## src/rtl/hbrp_pkg.sv

```systemverilog
// Shared types, character codes and status codes of the byte range parser.
package hbrp_pkg;

	localparam logic [62:0] MAX63 = 63'h7FFF_FFFF_FFFF_FFFF;

	localparam logic [7:0] CH_DASH  = 8'h2D;
	localparam logic [7:0] CH_PLUS  = 8'h2B;
	localparam logic [7:0] CH_COMMA = 8'h2C;
	localparam logic [7:0] CH_ZERO  = 8'h30;
	localparam logic [7:0] CH_NINE  = 8'h39;

	localparam logic [2:0] PREFIX_LAST = 3'd5;

	localparam logic [1:0] ST_INVALID = 2'd0;
	localparam logic [1:0] ST_UNSAT   = 2'd1;
	localparam logic [1:0] ST_SAT     = 2'd2;

	typedef enum logic [1:0] {
		SPEC_SUFFIX,
		SPEC_OPEN,
		SPEC_EXPLICIT
	} spec_kind_t;

	// One command from the parser to the range unit.
	typedef struct packed {
		logic        spec_vld;
		spec_kind_t  kind;
		logic [62:0] a;        // explicit/open: range start
		logic [62:0] b;        // suffix: length, explicit: inclusive end
		logic        end_vld;  // header closed, emit status after any range
		logic        fail;     // header invalid
	} cmd_t;

	// Characters of "bytes=" by position.
	function automatic logic [7:0] prefix_char(input logic [2:0] pos);
		logic [7:0] c;
		case (pos)
			3'd0: c = 8'h62;
			3'd1: c = 8'h79;
			3'd2: c = 8'h74;
			3'd3: c = 8'h65;
			3'd4: c = 8'h73;
			3'd5: c = 8'h3D;
			default: c = 8'h00;
		endcase
		return c;
	endfunction

endpackage

```

## src/rtl/hbrp_front.sv

```systemverilog
// Character parser: prefix match, number accumulation and spec classification.
module hbrp_front import hbrp_pkg::*; (
	input  logic       clk,
	input  logic       arst_n,
	input  logic       acc,
	input  logic [7:0] ch,
	input  logic       eoh,
	output logic       push,
	output cmd_t       cmd
);

	typedef enum logic [2:0] {
		PH_PREFIX,
		PH_N1_START,
		PH_N1,
		PH_DASH,
		PH_N2_START,
		PH_N2,
		PH_COMMA
	} phase_t;

	phase_t      phase_q, phase_d;
	logic [2:0]  pos_q, pos_d;
	logic        neg_q, neg_d;
	logic        hd_q, hd_d;
	logic [62:0] val_q, val_d;
	logic [62:0] start_q, start_d;
	logic        seen_q, seen_d;
	logic        fail_q, fail_d;

	logic        is_dig;
	logic [3:0]  dig;
	logic        st_ok;
	logic        st_neg;
	logic [62:0] st_val;
	logic [66:0] acc_sum;
	logic [66:0] limit;
	logic        ovf;
	logic [62:0] acc_val;
	logic        num_neg_nz;

	assign is_dig  = (ch >= CH_ZERO) && (ch <= CH_NINE);
	assign dig     = 4'(ch - CH_ZERO);
	assign st_neg  = (ch == CH_DASH);
	assign st_ok   = st_neg || (ch == CH_PLUS) || is_dig;
	assign st_val  = is_dig ? {59'd0, dig} : 63'd0;

	// 10*v + d against the limit of the sign; 2^63 is allowed for a negative number.
	assign acc_sum = ({4'd0, val_q} << 3) + ({4'd0, val_q} << 1) + {63'd0, dig};
	assign limit   = neg_q ? {4'd0, MAX63} + 67'd1 : {4'd0, MAX63};
	assign ovf     = acc_sum > limit;
	assign acc_val = (acc_sum > {4'd0, MAX63}) ? MAX63 : acc_sum[62:0];

	assign num_neg_nz = neg_q && (val_q != 63'd0);

	always_comb begin
		phase_d = phase_q;
		pos_d   = pos_q;
		neg_d   = neg_q;
		hd_d    = hd_q;
		val_d   = val_q;
		start_d = start_q;
		seen_d  = seen_q;
		fail_d  = fail_q;
		cmd     = '0;
		cmd.kind = SPEC_SUFFIX;
		push    = 1'b0;
		if (acc) begin
			if (eoh) begin
				if (!fail_q) begin
					case (phase_q)
						PH_N1_START: begin
							if (!seen_q) fail_d = 1'b1;
						end
						PH_N1: begin
							if (hd_q && num_neg_nz) begin
								cmd.spec_vld = 1'b1;
								cmd.kind     = SPEC_SUFFIX;
								cmd.b        = val_q;
							end else begin
								fail_d = 1'b1;
							end
						end
						PH_DASH: begin
							cmd.spec_vld = 1'b1;
							cmd.kind     = SPEC_OPEN;
							cmd.a        = start_q;
						end
						PH_N2: begin
							if (!hd_q || num_neg_nz || (val_q < start_q)) begin
								fail_d = 1'b1;
							end else begin
								cmd.spec_vld = 1'b1;
								cmd.kind     = SPEC_EXPLICIT;
								cmd.a        = start_q;
								cmd.b        = val_q;
							end
						end
						default: fail_d = 1'b1;
					endcase
				end
				cmd.end_vld = 1'b1;
				cmd.fail    = fail_d;
				push        = 1'b1;
				// start the next header afresh
				phase_d = PH_PREFIX;
				pos_d   = 3'd0;
				neg_d   = 1'b0;
				hd_d    = 1'b0;
				val_d   = 63'd0;
				start_d = 63'd0;
				seen_d  = 1'b0;
				fail_d  = 1'b0;
			end else if (!fail_q) begin
				case (phase_q)
					PH_PREFIX: begin
						if (ch == prefix_char(pos_q)) begin
							pos_d = pos_q + 3'd1;
							if (pos_q == PREFIX_LAST) phase_d = PH_N1_START;
						end else begin
							fail_d = 1'b1;
						end
					end
					PH_N1_START, PH_COMMA: begin
						neg_d  = st_neg;
						hd_d   = is_dig;
						val_d  = st_val;
						seen_d = 1'b1;
						if (st_ok) phase_d = PH_N1;
						else fail_d = 1'b1;
					end
					PH_N1: begin
						if (is_dig) begin
							if (ovf) fail_d = 1'b1;
							else begin
								val_d = acc_val;
								hd_d  = 1'b1;
							end
						end else if (!hd_q) begin
							fail_d = 1'b1;
						end else if (num_neg_nz) begin
							cmd.spec_vld = 1'b1;
							cmd.kind     = SPEC_SUFFIX;
							cmd.b        = val_q;
							push         = 1'b1;
							if (ch == CH_COMMA) begin
								phase_d = PH_COMMA;
							end else begin
								neg_d  = st_neg;
								hd_d   = is_dig;
								val_d  = st_val;
								seen_d = 1'b1;
								if (st_ok) phase_d = PH_N1;
								else fail_d = 1'b1;
							end
						end else if (ch != CH_DASH) begin
							fail_d = 1'b1;
						end else begin
							start_d = val_q;
							phase_d = PH_DASH;
						end
					end
					PH_DASH: begin
						if (ch == CH_COMMA) begin
							cmd.spec_vld = 1'b1;
							cmd.kind     = SPEC_OPEN;
							cmd.a        = start_q;
							push         = 1'b1;
							phase_d      = PH_COMMA;
						end else begin
							neg_d = st_neg;
							hd_d  = is_dig;
							val_d = st_val;
							if (st_ok) phase_d = PH_N2;
							else fail_d = 1'b1;
						end
					end
					PH_N2_START: begin
						neg_d = st_neg;
						hd_d  = is_dig;
						val_d = st_val;
						if (st_ok) phase_d = PH_N2;
						else fail_d = 1'b1;
					end
					PH_N2: begin
						if (is_dig) begin
							if (ovf) fail_d = 1'b1;
							else begin
								val_d = acc_val;
								hd_d  = 1'b1;
							end
						end else if (!hd_q || num_neg_nz || (val_q < start_q)) begin
							fail_d = 1'b1;
						end else begin
							cmd.spec_vld = 1'b1;
							cmd.kind     = SPEC_EXPLICIT;
							cmd.a        = start_q;
							cmd.b        = val_q;
							push         = 1'b1;
							if (ch == CH_COMMA) begin
								phase_d = PH_COMMA;
							end else begin
								neg_d  = st_neg;
								hd_d   = is_dig;
								val_d  = st_val;
								seen_d = 1'b1;
								if (st_ok) phase_d = PH_N1;
								else fail_d = 1'b1;
							end
						end
					end
					default: fail_d = 1'b1;
				endcase
			end
		end
	end

	always_ff @(posedge clk or negedge arst_n) begin
		if (!arst_n) begin
			phase_q <= PH_PREFIX;
			pos_q   <= 3'd0;
			neg_q   <= 1'b0;
			hd_q    <= 1'b0;
			val_q   <= 63'd0;
			start_q <= 63'd0;
			seen_q  <= 1'b0;
			fail_q  <= 1'b0;
		end else begin
			phase_q <= phase_d;
			pos_q   <= pos_d;
			neg_q   <= neg_d;
			hd_q    <= hd_d;
			val_q   <= val_d;
			start_q <= start_d;
			seen_q  <= seen_d;
			fail_q  <= fail_d;
		end
	end

endmodule

```

## src/rtl/hbrp_queue.sv

```systemverilog
// Command queue between the parser and the range unit.
module hbrp_queue import hbrp_pkg::*; #(
	parameter int DEPTH = 4
) (
	input  logic clk,
	input  logic arst_n,
	input  logic push,
	input  cmd_t push_cmd,
	output logic full,
	input  logic pop,
	output logic empty,
	output cmd_t head
);

	localparam int PW = (DEPTH > 1) ? $clog2(DEPTH) : 1;
	localparam int CW = $clog2(DEPTH + 1);

	cmd_t          mem_q [DEPTH];
	logic [PW-1:0] wr_ptr_q;
	logic [PW-1:0] rd_ptr_q;
	logic [CW-1:0] cnt_q;

	assign full  = (cnt_q == CW'(DEPTH));
	assign empty = (cnt_q == '0);
	assign head  = mem_q[rd_ptr_q];

	always_ff @(posedge clk) begin
		if (push) mem_q[wr_ptr_q] <= push_cmd;
	end

	always_ff @(posedge clk or negedge arst_n) begin
		if (!arst_n) begin
			wr_ptr_q <= '0;
			rd_ptr_q <= '0;
			cnt_q    <= '0;
		end else begin
			if (push) wr_ptr_q <= (wr_ptr_q == PW'(DEPTH - 1)) ? '0 : wr_ptr_q + PW'(1);
			if (pop)  rd_ptr_q <= (rd_ptr_q == PW'(DEPTH - 1)) ? '0 : rd_ptr_q + PW'(1);
			if (push && !pop)      cnt_q <= cnt_q + CW'(1);
			else if (pop && !push) cnt_q <= cnt_q - CW'(1);
		end
	end

	a_no_overrun: assert property (@(posedge clk) disable iff (!arst_n) push |-> !full)
		else $error("queue written while full");
	a_no_underrun: assert property (@(posedge clk) disable iff (!arst_n) pop |-> !empty)
		else $error("queue read while empty");
	a_cnt_bound: assert property (@(posedge clk) disable iff (!arst_n) cnt_q <= CW'(DEPTH))
		else $error("queue count beyond depth");

endmodule

```

## src/rtl/hbrp_back.sv

```systemverilog
// Range unit: clamps each spec to the file size and sequences range and status words.
module hbrp_back import hbrp_pkg::*; (
	input  logic          clk,
	input  logic          arst_n,
	input  logic [62:0]   file_size,
	input  logic          empty,
	input  cmd_t          head,
	output logic          pop,
	output logic          m_axis_tvalid,
	input  logic          m_axis_tready,
	output logic [127:0]  m_axis_tdata,
	output logic          m_axis_tuser,
	output logic          m_axis_tlast
);

	logic        rng;
	logic [62:0] beg;
	logic [62:0] endv;
	logic [63:0] e1;

	logic        s1_vld_q;
	logic        s1_rng_s1;
	logic [62:0] s1_beg_s1;
	logic [62:0] s1_end_s1;
	logic        s1_eoh_s1;
	logic        s1_fail_s1;

	logic        out_vld_q;
	logic        out_st_q;
	logic [62:0] out_beg_q;
	logic [62:0] out_end_q;
	logic [1:0]  out_status_q;
	logic        any_sat_q;

	logic        out_free;
	logic        out_load;
	logic        s1_take;

	// Decode the head command against the file size.
	always_comb begin
		e1   = {1'b0, head.b} + 64'd1;
		beg  = head.a;
		endv = file_size;
		rng  = 1'b0;
		case (head.kind)
			SPEC_SUFFIX: begin
				beg = (file_size > head.b) ? file_size - head.b : 63'd0;
				rng = (file_size != 63'd0);
			end
			SPEC_OPEN: begin
				rng = (head.a < file_size);
			end
			SPEC_EXPLICIT: begin
				endv = (e1 > {1'b0, file_size}) ? file_size : e1[62:0];
				rng  = (head.a < file_size);
			end
			default: rng = 1'b0;
		endcase
		rng = rng && head.spec_vld;
	end

	assign out_free = !out_vld_q || m_axis_tready;
	assign out_load = out_free && s1_vld_q;
	assign s1_take  = !s1_vld_q || (out_load && !(s1_rng_s1 && s1_eoh_s1));
	assign pop      = !empty && s1_take;

	always_ff @(posedge clk) begin
		if (pop) begin
			s1_beg_s1  <= beg;
			s1_end_s1  <= endv;
			s1_fail_s1 <= head.fail;
		end
		if (out_load) begin
			if (s1_rng_s1) begin
				out_beg_q    <= s1_beg_s1;
				out_end_q    <= s1_end_s1;
				out_status_q <= ST_INVALID;
			end else begin
				out_beg_q    <= 63'd0;
				out_end_q    <= 63'd0;
				out_status_q <= s1_fail_s1 ? ST_INVALID : (any_sat_q ? ST_SAT : ST_UNSAT);
			end
		end
	end

	always_ff @(posedge clk or negedge arst_n) begin
		if (!arst_n) begin
			s1_vld_q  <= 1'b0;
			s1_rng_s1 <= 1'b0;
			s1_eoh_s1 <= 1'b0;
			out_vld_q <= 1'b0;
			out_st_q  <= 1'b0;
			any_sat_q <= 1'b0;
		end else begin
			if (s1_take) begin
				s1_vld_q  <= pop && (rng || head.end_vld);
				s1_rng_s1 <= pop && rng;
				s1_eoh_s1 <= pop && head.end_vld;
			end else if (out_load) begin
				// range sent, status still to follow
				s1_rng_s1 <= 1'b0;
			end
			if (out_load) begin
				out_vld_q <= 1'b1;
				out_st_q  <= !s1_rng_s1;
				any_sat_q <= s1_rng_s1;
			end else if (m_axis_tready) begin
				out_vld_q <= 1'b0;
			end
		end
	end

	assign m_axis_tvalid = out_vld_q;
	assign m_axis_tdata  = {out_status_q, out_end_q, out_beg_q};
	assign m_axis_tuser  = out_st_q;
	assign m_axis_tlast  = out_st_q;

	a_range_nonempty: assert property (@(posedge clk) disable iff (!arst_n)
		(out_vld_q && !out_st_q) |-> (out_beg_q < out_end_q))
		else $error("empty or reversed range emitted");
	a_status_code: assert property (@(posedge clk) disable iff (!arst_n)
		(out_vld_q && out_st_q) |-> (out_status_q != 2'd3))
		else $error("undefined status code emitted");

endmodule

```

## src/rtl/http_byte_range_parser_unit.sv

```systemverilog
// Top level of the HTTP byte range parser: parser, command queue and range unit.
//
//  channel   dir  handshake               payload
//  s_axis    in   s_axis_tvalid/tready    tdata[7:0] ch, tlast end_of_header
//  m_axis    out  m_axis_tvalid/tready    tdata range_begin/range_end/status,
//                                         tuser is_status, tlast last
//  cfg       in   cfg_valid/cfg_ready     cfg_data file_size
//
// One header character is taken every cycle while the command queue is not full; the parser does one accumulate
// (10*v+d against the limit) or one 63-bit compare per character.
// A result word passes the queue slot, the range decode register and the output
// register after the edge that takes its character. An end word that closes a
// spec yields a range word and then a status word.
// Reset clears the parse state, the queue, the output register and file_size.
// A stalled output fills the QUEUE_DEPTH-word command queue before s_axis_tready
// drops; characters that give no command never take a queue slot.
module http_byte_range_parser_unit import hbrp_pkg::*; #(
	parameter int QUEUE_DEPTH = 4
) (
	input  logic         clk,
	input  logic         arst_n,
	input  logic         s_axis_tvalid,
	output logic         s_axis_tready,
	input  logic [7:0]   s_axis_tdata,   // [7:0] ch
	input  logic         s_axis_tlast,
	output logic         m_axis_tvalid,
	input  logic         m_axis_tready,
	output logic [127:0] m_axis_tdata,   // [62:0] range_begin, [125:63] range_end,
	                                     // [127:126] status
	output logic         m_axis_tuser,   // [0] is_status
	output logic         m_axis_tlast,
	input  logic         cfg_valid,
	output logic         cfg_ready,
	input  logic [62:0]  cfg_data
);

	logic [62:0] file_size_q;
	logic        in_acc;
	logic        push;
	cmd_t        push_cmd;
	logic        q_full;
	logic        q_empty;
	logic        q_pop;
	cmd_t        q_head;

	// Configuration must land only while idle (the block does not enforce this), so take it at once.
	assign cfg_ready = 1'b1;

	always_ff @(posedge clk or negedge arst_n) begin
		if (!arst_n) begin
			file_size_q <= 63'd0;
		end else if (cfg_valid) begin
			file_size_q <= cfg_data;
		end
	end

	// Hold the input while the queue has no room for a command.
	assign s_axis_tready = !q_full;
	assign in_acc        = s_axis_tvalid && s_axis_tready;

	hbrp_front u_front (
		.clk    (clk),
		.arst_n (arst_n),
		.acc    (in_acc),
		.ch     (s_axis_tdata),
		.eoh    (s_axis_tlast),
		.push   (push),
		.cmd    (push_cmd)
	);

	hbrp_queue #(
		.DEPTH (QUEUE_DEPTH)
	) u_queue (
		.clk      (clk),
		.arst_n   (arst_n),
		.push     (push),
		.push_cmd (push_cmd),
		.full     (q_full),
		.pop      (q_pop),
		.empty    (q_empty),
		.head     (q_head)
	);

	hbrp_back u_back (
		.clk           (clk),
		.arst_n        (arst_n),
		.file_size     (file_size_q),
		.empty         (q_empty),
		.head          (q_head),
		.pop           (q_pop),
		.m_axis_tvalid (m_axis_tvalid),
		.m_axis_tready (m_axis_tready),
		.m_axis_tdata  (m_axis_tdata),
		.m_axis_tuser  (m_axis_tuser),
		.m_axis_tlast  (m_axis_tlast)
	);

endmodule
```

## config.mk

```make
export PLATFORM = sky130hd
export DESIGN_NAME = http_byte_range_parser_unit
export DESIGN_NICKNAME = d
export VERILOG_FILES = /design/src/rtl/hbrp_pkg.sv /design/src/rtl/hbrp_front.sv /design/src/rtl/hbrp_queue.sv /design/src/rtl/hbrp_back.sv /design/src/rtl/http_byte_range_parser_unit.sv
export SDC_FILE = /design/constraint.sdc
export NUM_CORES = 2
export LEC_CHECK = 0
export ABC_CLOCK_PERIOD_IN_PS = 6450
export BUFFER_PORTS_ARGS = -buffer_cell sky130_fd_sc_hd__buf_2
export CORE_UTILIZATION = 57
export DETAILED_ROUTE_END_ITERATION = 16
export PLACE_DENSITY_LB_ADDON = 0.25
export SYNTH_ARGS = -nofsm -noshare
export SYNTH_HDL_FRONTEND = slang
export SYNTH_SLANG_ARGS = --single-unit
```

## constraint.sdc

```tcl
create_clock -name clk -period 6.45 [get_ports clk]
set_input_delay 1.29 -clock clk [delete_from_list [all_inputs] [get_ports clk]]
set_output_delay 1.29 -clock clk [all_outputs]
set_load 0.005 [all_outputs]
```

# == Yosys cells after proc, flatten, opt, wreduce, memory -nomap -nowiden ==
# Memories as Yosys holds them, arrays and structs flattened.
# Index checks and enable logic that the tools add are counted.
# totals
output_inout_bits,133
in_bits,77
word_cells,277
regBits,467
ramBits,524
memories,1
# classes
n_lt_le_gt_ge,8
n_eq_ne,38
n_reduce_logical,57
n_mux,139
add_sub_neg,10
# memory_table
name,words,word_bits,rd,rd_clocked_by_memory_dff,wr,line,text
u_queue.mem_q,4,131,1,0,1,hbrp_queue.sv:18,cmd_t mem_q [DEPTH];
# ops
operator,n
2-to-1 mux 63 bit,25
2-to-1 mux 129 bit,5
case mux 63 bit (2 select lines),4
case mux 63 bit (4 select lines),1
2-to-1 mux 131 bit,1
< comparator 63 bit,2
nonzero test 63 bit,2
2-to-1 mux 3 bit,24
adder 66 x 64 -> 67 bit,1
adder 67 x 4 -> 67 bit,1
> comparator 67 x 63 -> 1 bit (second input constant),1
> comparator 67 bit,1
2-to-1 mux 66 bit,1
adder 63 x 1 -> 64 bit (second input constant),1
> comparator 64 x 63 -> 1 bit,1
2-to-1 mux 64 bit,1
> comparator 63 bit,1
subtractor 63 bit,1
2-to-1 mux 1 bit,57
case mux 7 bit (6 select lines),1
2-to-1 mux 8 bit,4
equality test 8 x 6 -> 1 bit (second input constant),3
equality test 3 bit (second input constant),6
case mux 3 bit (3 select lines),2
other kinds (40),105

# == Logic depth before layout (Yosys ltp) ==
# depth
word_depth,14
mapped_depth,29
mapped_depth_nobuf,24

# == Cells and area by module ==
# Synthesis repeated with hierarchy kept, for this count alone.
# hier_totals
hier_cells,4449
hier_area_um2,55753.5
# by_module_without_submodules
mod,area_each_um2,cells_per_inst,instances,seq_area_each_um2
hbrp_queue,19301.0,722,1,15910.3
hbrp_back,18466.5,1751,1,7807.5
hbrp_front,15322.2,1839,1,3403.3
http_byte_range_parser_unit,2663.8,137,1,1576.5

# == Worst setup path before layout ==
# OpenSTA, ideal clock, no wires.
# synth_timing
path_kind,input -> register
startpoint,input port s_axis_tdata[3]
endpoint,register u_front.val_q[47]
path_slack_ps,-880
setup_ps,78
path_stages,24
arrival_ps,7252
required_time_ps,6372
path_buffers,3
path_cell_list,fa_1 fa_1 a211oi_1 o211ai_1 nand3_1 o211ai_1 a311oi_1 o21ai_0 a2111oi_0 and4b_1 ha_1 nand4_1 or4_1 nand4b_1 o21ai_0 a21oi_1 a211oi_1 nor3_1 or3_1 clkbuf_1 or3_1 clkbuf_1 clkbuf_1 o2bb2ai_1
# synth_between
elab_chain_cells,9
elab_cells_between_ends,23
classes_between,add/sub (2); order compare (4); eq/ne (4); mux (11); reduce/logical (2)
# synth_rtl
element,line,text
start: declaration,http_byte_range_parser_unit.sv:24,"input logic [7:0] s_axis_tdata,"
subtractor 4 x 1 -> 4 bit,hbrp_front.sv:43,assign dig = 4'(ch - CH_ZERO);
adder 67 x 4 -> 67 bit,hbrp_front.sv:49,"assign acc_sum = ({4'd0, val_q} << 3) + ({4'd0, val_q} << 1) + {63'd0, dig};"
> comparator 67 x 63 -> 1 bit,hbrp_front.sv:52,"assign acc_val = (acc_sum > {4'd0, MAX63}) ? MAX63 : acc_sum[62:0];"
2-to-1 mux 63 bit,hbrp_front.sv:52,
2-to-1 mux 63 bit,"hbrp_front.sv:134, hbrp_front.sv:187",
2-to-1 mux 63 bit (on tied branches),"hbrp_front.sv:186, hbrp_front.sv:133",
case mux 63 bit (4 select lines),hbrp_front.sv:115,case (phase_q)
2-to-1 mux 63 bit,hbrp_front.sv:114,end else if (!fail_q) begin
2-to-1 mux 63 bit,hbrp_front.sv:69,if (eoh) begin
end signal: assignment,hbrp_front.sv:233,val_q <= val_d;
end: declaration,hbrp_front.sv:26,"logic [62:0] val_q, val_d;"
# Parallel ways exist; a longest one is shown, timed or not. The select of a mux whose other input is x is not followed.
# A chain may end at the register's enable or synchronous reset.

# == Worst setup path after layout ==
# layout_timing
startpoint,input port s_axis_tdata[3]
endpoint,register u_front.val_q[13]
# Same word-level chain as after synthesis.

==> results.sh <==
export IMPL_fin_skew_ps=36.51
export IMPL_status="finished, violations left"
export IMPL_post_drt_via_cell_ratio=6.224
export IMPL_fin_ws_ps=-118.6
export IMPL_synth_seq_area_share_pct=52.42
export IMPL_dr_pass1_iters=8
export IMPL_ctsHtreeMaxLevel=3
export IMPL_period_minus_slack_ps=6569
export IMPL_gr_total_overflow=0
export IMPL_place_area_mm2=0.05978
export IMPL_maxCapViolations=0
export IMPL_worstHoldPathCells=1
export IMPL_synthArstFlopShare_pct=21.39
export IMPL_drive_gt1_share_pct=21.78
export IMPL_p_per_area_mw_per_mm2=393.1
export IMPL_violations="setup timing"
export IMPL_slowest_stage="or3_4"
export IMPL_slew_violations=0
export IMPL_max_slew_margin_rel_pct=20.27
export IMPL_syn_avg_cell_area_um2=12.10
export IMPL_postSynthNetCount=5060
export IMPL_r2r_cells=24
export IMPL_synth_top_area_cell="edfxtp_1"
export IMPL_worst_slew_pin_slew_ps=1185
export IMPL_syn_to_final_growth_pct=17.95
export IMPL_synth_area_mm2=0.05475
export IMPL_grt_pass1_vias=38830
export IMPL_final_nets=5594
export IMPL_path_clk_slew_ps=60
export IMPL_antenna_found_initial=0
export IMPL_die_area_mm2=0.09730
export IMPL_cp_required_ps=7040
export IMPL_yosys_warnings=0
export IMPL_vias=39880
export IMPL_clk_path_buf_depth=3
export IMPL_crit_arrival_ps=7160
export IMPL_grt_util_all_layers_pct=32.10
export IMPL_pin_count=210
export IMPL_postRouteAntennaNets=0
export IMPL_maxClockFrequency_mhz=152.2
export IMPL_io_buffers=208
export IMPL_cts_root_buffer="clkbuf_16"
export IMPL_synth_area_top_cells="edfxtp_1 (43%), ha_1 (10%), dfrtp_1 (9.7%)"
export IMPL_synth_top_area_share_pct=42.73
export IMPL_fin_setup_tns_ps=-4317
export IMPL_stdcell_area_mm2=0.06458
export IMPL_rsz0062_at_grt="yes"
export IMPL_cp_end_kind="flop"
export IMPL_reg2reg_from="u_front.val_q[11]"
export IMPL_fin_crit_sh_pct=101.8
export IMPL_core_rowCount=113
export IMPL_ys_ff_latch=991
export IMPL_slowest_delay_ps=470
export IMPL_min_delay_start="u_queue.cnt_q[2]"
export IMPL_hold_viol=0
export IMPL_cts_tree="done"
export IMPL_leakagePower_uw=0.02697
export IMPL_die_w_um=311.9
export IMPL_routabilityCongestion=1.001
export IMPL_clkSinkCount=991
export IMPL_hpwl_um=116600
export IMPL_startpoint_type="primary input"
export IMPL_holdWs_ps=518.3
export IMPL_min_path_type="reg -> reg"
export IMPL_drt_wl_total_um=160200
export IMPL_drt_iter0_drc=3929
export IMPL_syn_inst=4526
export IMPL_start_util_pct=57.62
export IMPL_criticalPathCategory="in -> reg"
export IMPL_grt_max_degree=119
export IMPL_setup_viol=53
export IMPL_clk_latency_ps=690
export IMPL_numCtsBuffers=96
export IMPL_crit_path_frequent_cell="buf_4"
export IMPL_synthDistinctLibCells=87
export IMPL_crit_start="s_axis_tdata[3]"
export IMPL_fp_dieH_um=311.9
export IMPL_ys_flop_type="edfxtp_1"
export IMPL_coreArea_mm2=0.09501
export IMPL_power_uw=25390
export IMPL_dp_slack_ps=-1123
export IMPL_n_antenna_cell=0
export IMPL_drc_errors=0
export IMPL_wire_per_inst_um=25.00
export IMPL_synth_edff_count=779
export IMPL_vdd_drop_max_v=0.0002763
export IMPL_grt_first_pass_wirelength_um=236600
export IMPL_critPathMaxFanout=8
cells by family after synthesis:
kind of cell	count (synthesis)	share of synthesized area, %
flip-flops	991	52.42
buffers and inverters	429	3.318
adder cells (fa/ha/maj)	457	10.50
XOR/XNOR	185	2.959
multiplexers	210	7.315
AND/OR/NAND/NOR	1243	11.62
other	1	0.006849
AO/OA/AOI/OAI	1010	11.87
area by class of cell:
type / count / area, um2
clock inverters: 57 / 747.0
flip-flops and latches: 991 / 28710
well taps: 1265 / 1583
clock buffers: 124 / 2619
multi-input cells: 3107 / 25270
inverters: 242 / 913.4
fillers: 6827 / 30430
repair buffers: 622 / 4736
registers in the layout (all words and copies together) (netlist names), 2 cells and up:
| register | count |
|---|---|
| u_front.pos_q | 3 |
| u_queue.wr_ptr_q | 2 |
| u_queue.rd_ptr_q | 2 |
| u_front.phase_q | 3 |
| u_back.out_beg_q | 63 |
| u_queue.mem_q | 524 |
| u_front.start_q | 63 |
| u_front.val_q | 63 |
| u_queue.cnt_q | 3 |
| u_back.out_end_q | 63 |
| file_size_q | 63 |
| u_back.out_status_q | 2 |
| u_back.s1_beg_s1 | 63 |
| u_back.s1_end_s1 | 63 |
cell usage after synthesis (24+ instances only):
library cell	instances
nand4_1	97
mux2_4	59
edfxtp_1	779
nand2b_1	26
and2_1	265
nor3_1	67
nand3_1	66
nand2_1	344
o21a_1	31
a21oi_1	255
nor2_1	205
nor2b_1	31
xor2_1	60
mux4_2	106
inv_1	237
a22o_1	70
a21o_1	97
o21ai_0	283
nor4_1	52
a211oi_1	33
o211ai_1	24
ha_1	453
clkbuf_1	147
o2bb2ai_1	56
xnor2_1	125
dfrtp_1	212
layer usage:
metal / up-vias / global-route usage (%) / wire length, um
met5: - / 0 / 0
met4: 0 / 13.61 / 7187
met3: 318 / 3.873 / 11770
met2: 1851 / 50.77 / 74190
met1: 19600 / 45.10 / 67030
li1: 18110 / - / -
final timing paths:
path	to	slack [ps]
max	u_front.val_q[13]	-120
min	u_queue.cnt_q[2]	520
max reg2reg	u_front.val_q[13]	70
min reg2reg	u_queue.cnt_q[2]	520
max in group asynchronous	u_queue.rd_ptr_q[1]	4490
min in group asynchronous	u_front.val_q[8]	610
through the flow:
step	util (%)	cells
after global placement	62.92	6192
after global routing	67.97	6408
after floorplan	-	4526
final	67.97	6408
after detailed placement	62.92	6192
after CTS	66.84	6381
where the power goes:
group          internal, uW  switching, uW  total [uW]  leakage, uW
combinational          4310           6210       10500       0.0150
clock                  3490           2490        5980      0.00163
sequential             8460            430        8890       0.0103
total                 16300           9120       25400       0.0270
what timing repair did:
action | in CTS | in global routing
gates cloned | 3 | 12
hold buffers | 0 | 0
setup buffers | 5 | 18
setup endpoints to repair | 126 | 126
pin swaps | 14 | 57
resized for setup | 48 | 118
layout by cell type, fill, tap and decap left out, drive strengths merged, types with 24 or more instances in the layout:
master   instances
edfxtp         779
buf            614
ha             453
nand2          344
o21ai          289
and2           265
a21oi          255
inv            246
dfrtp          212
nor2           205
clkbuf         132
xnor2          125
mux4           122
nand4           97
a21o            97
mux2            76
a22o            70
nand3           67
nor3            67
xor2            60
o2bb2ai         56
nor4            54
a211oi          33
o21a            31
nor2b           31
clkinv          31
nand2b          27
o211ai          24
worst max-delay path, delay by kind of cell:
kind,cells,cell delay [ps]
compound gates,10,1840
fa+ha+maj,3,980
buf+inv,5,860
simple gates,8,2160
(Power assumes the default switching activity.)
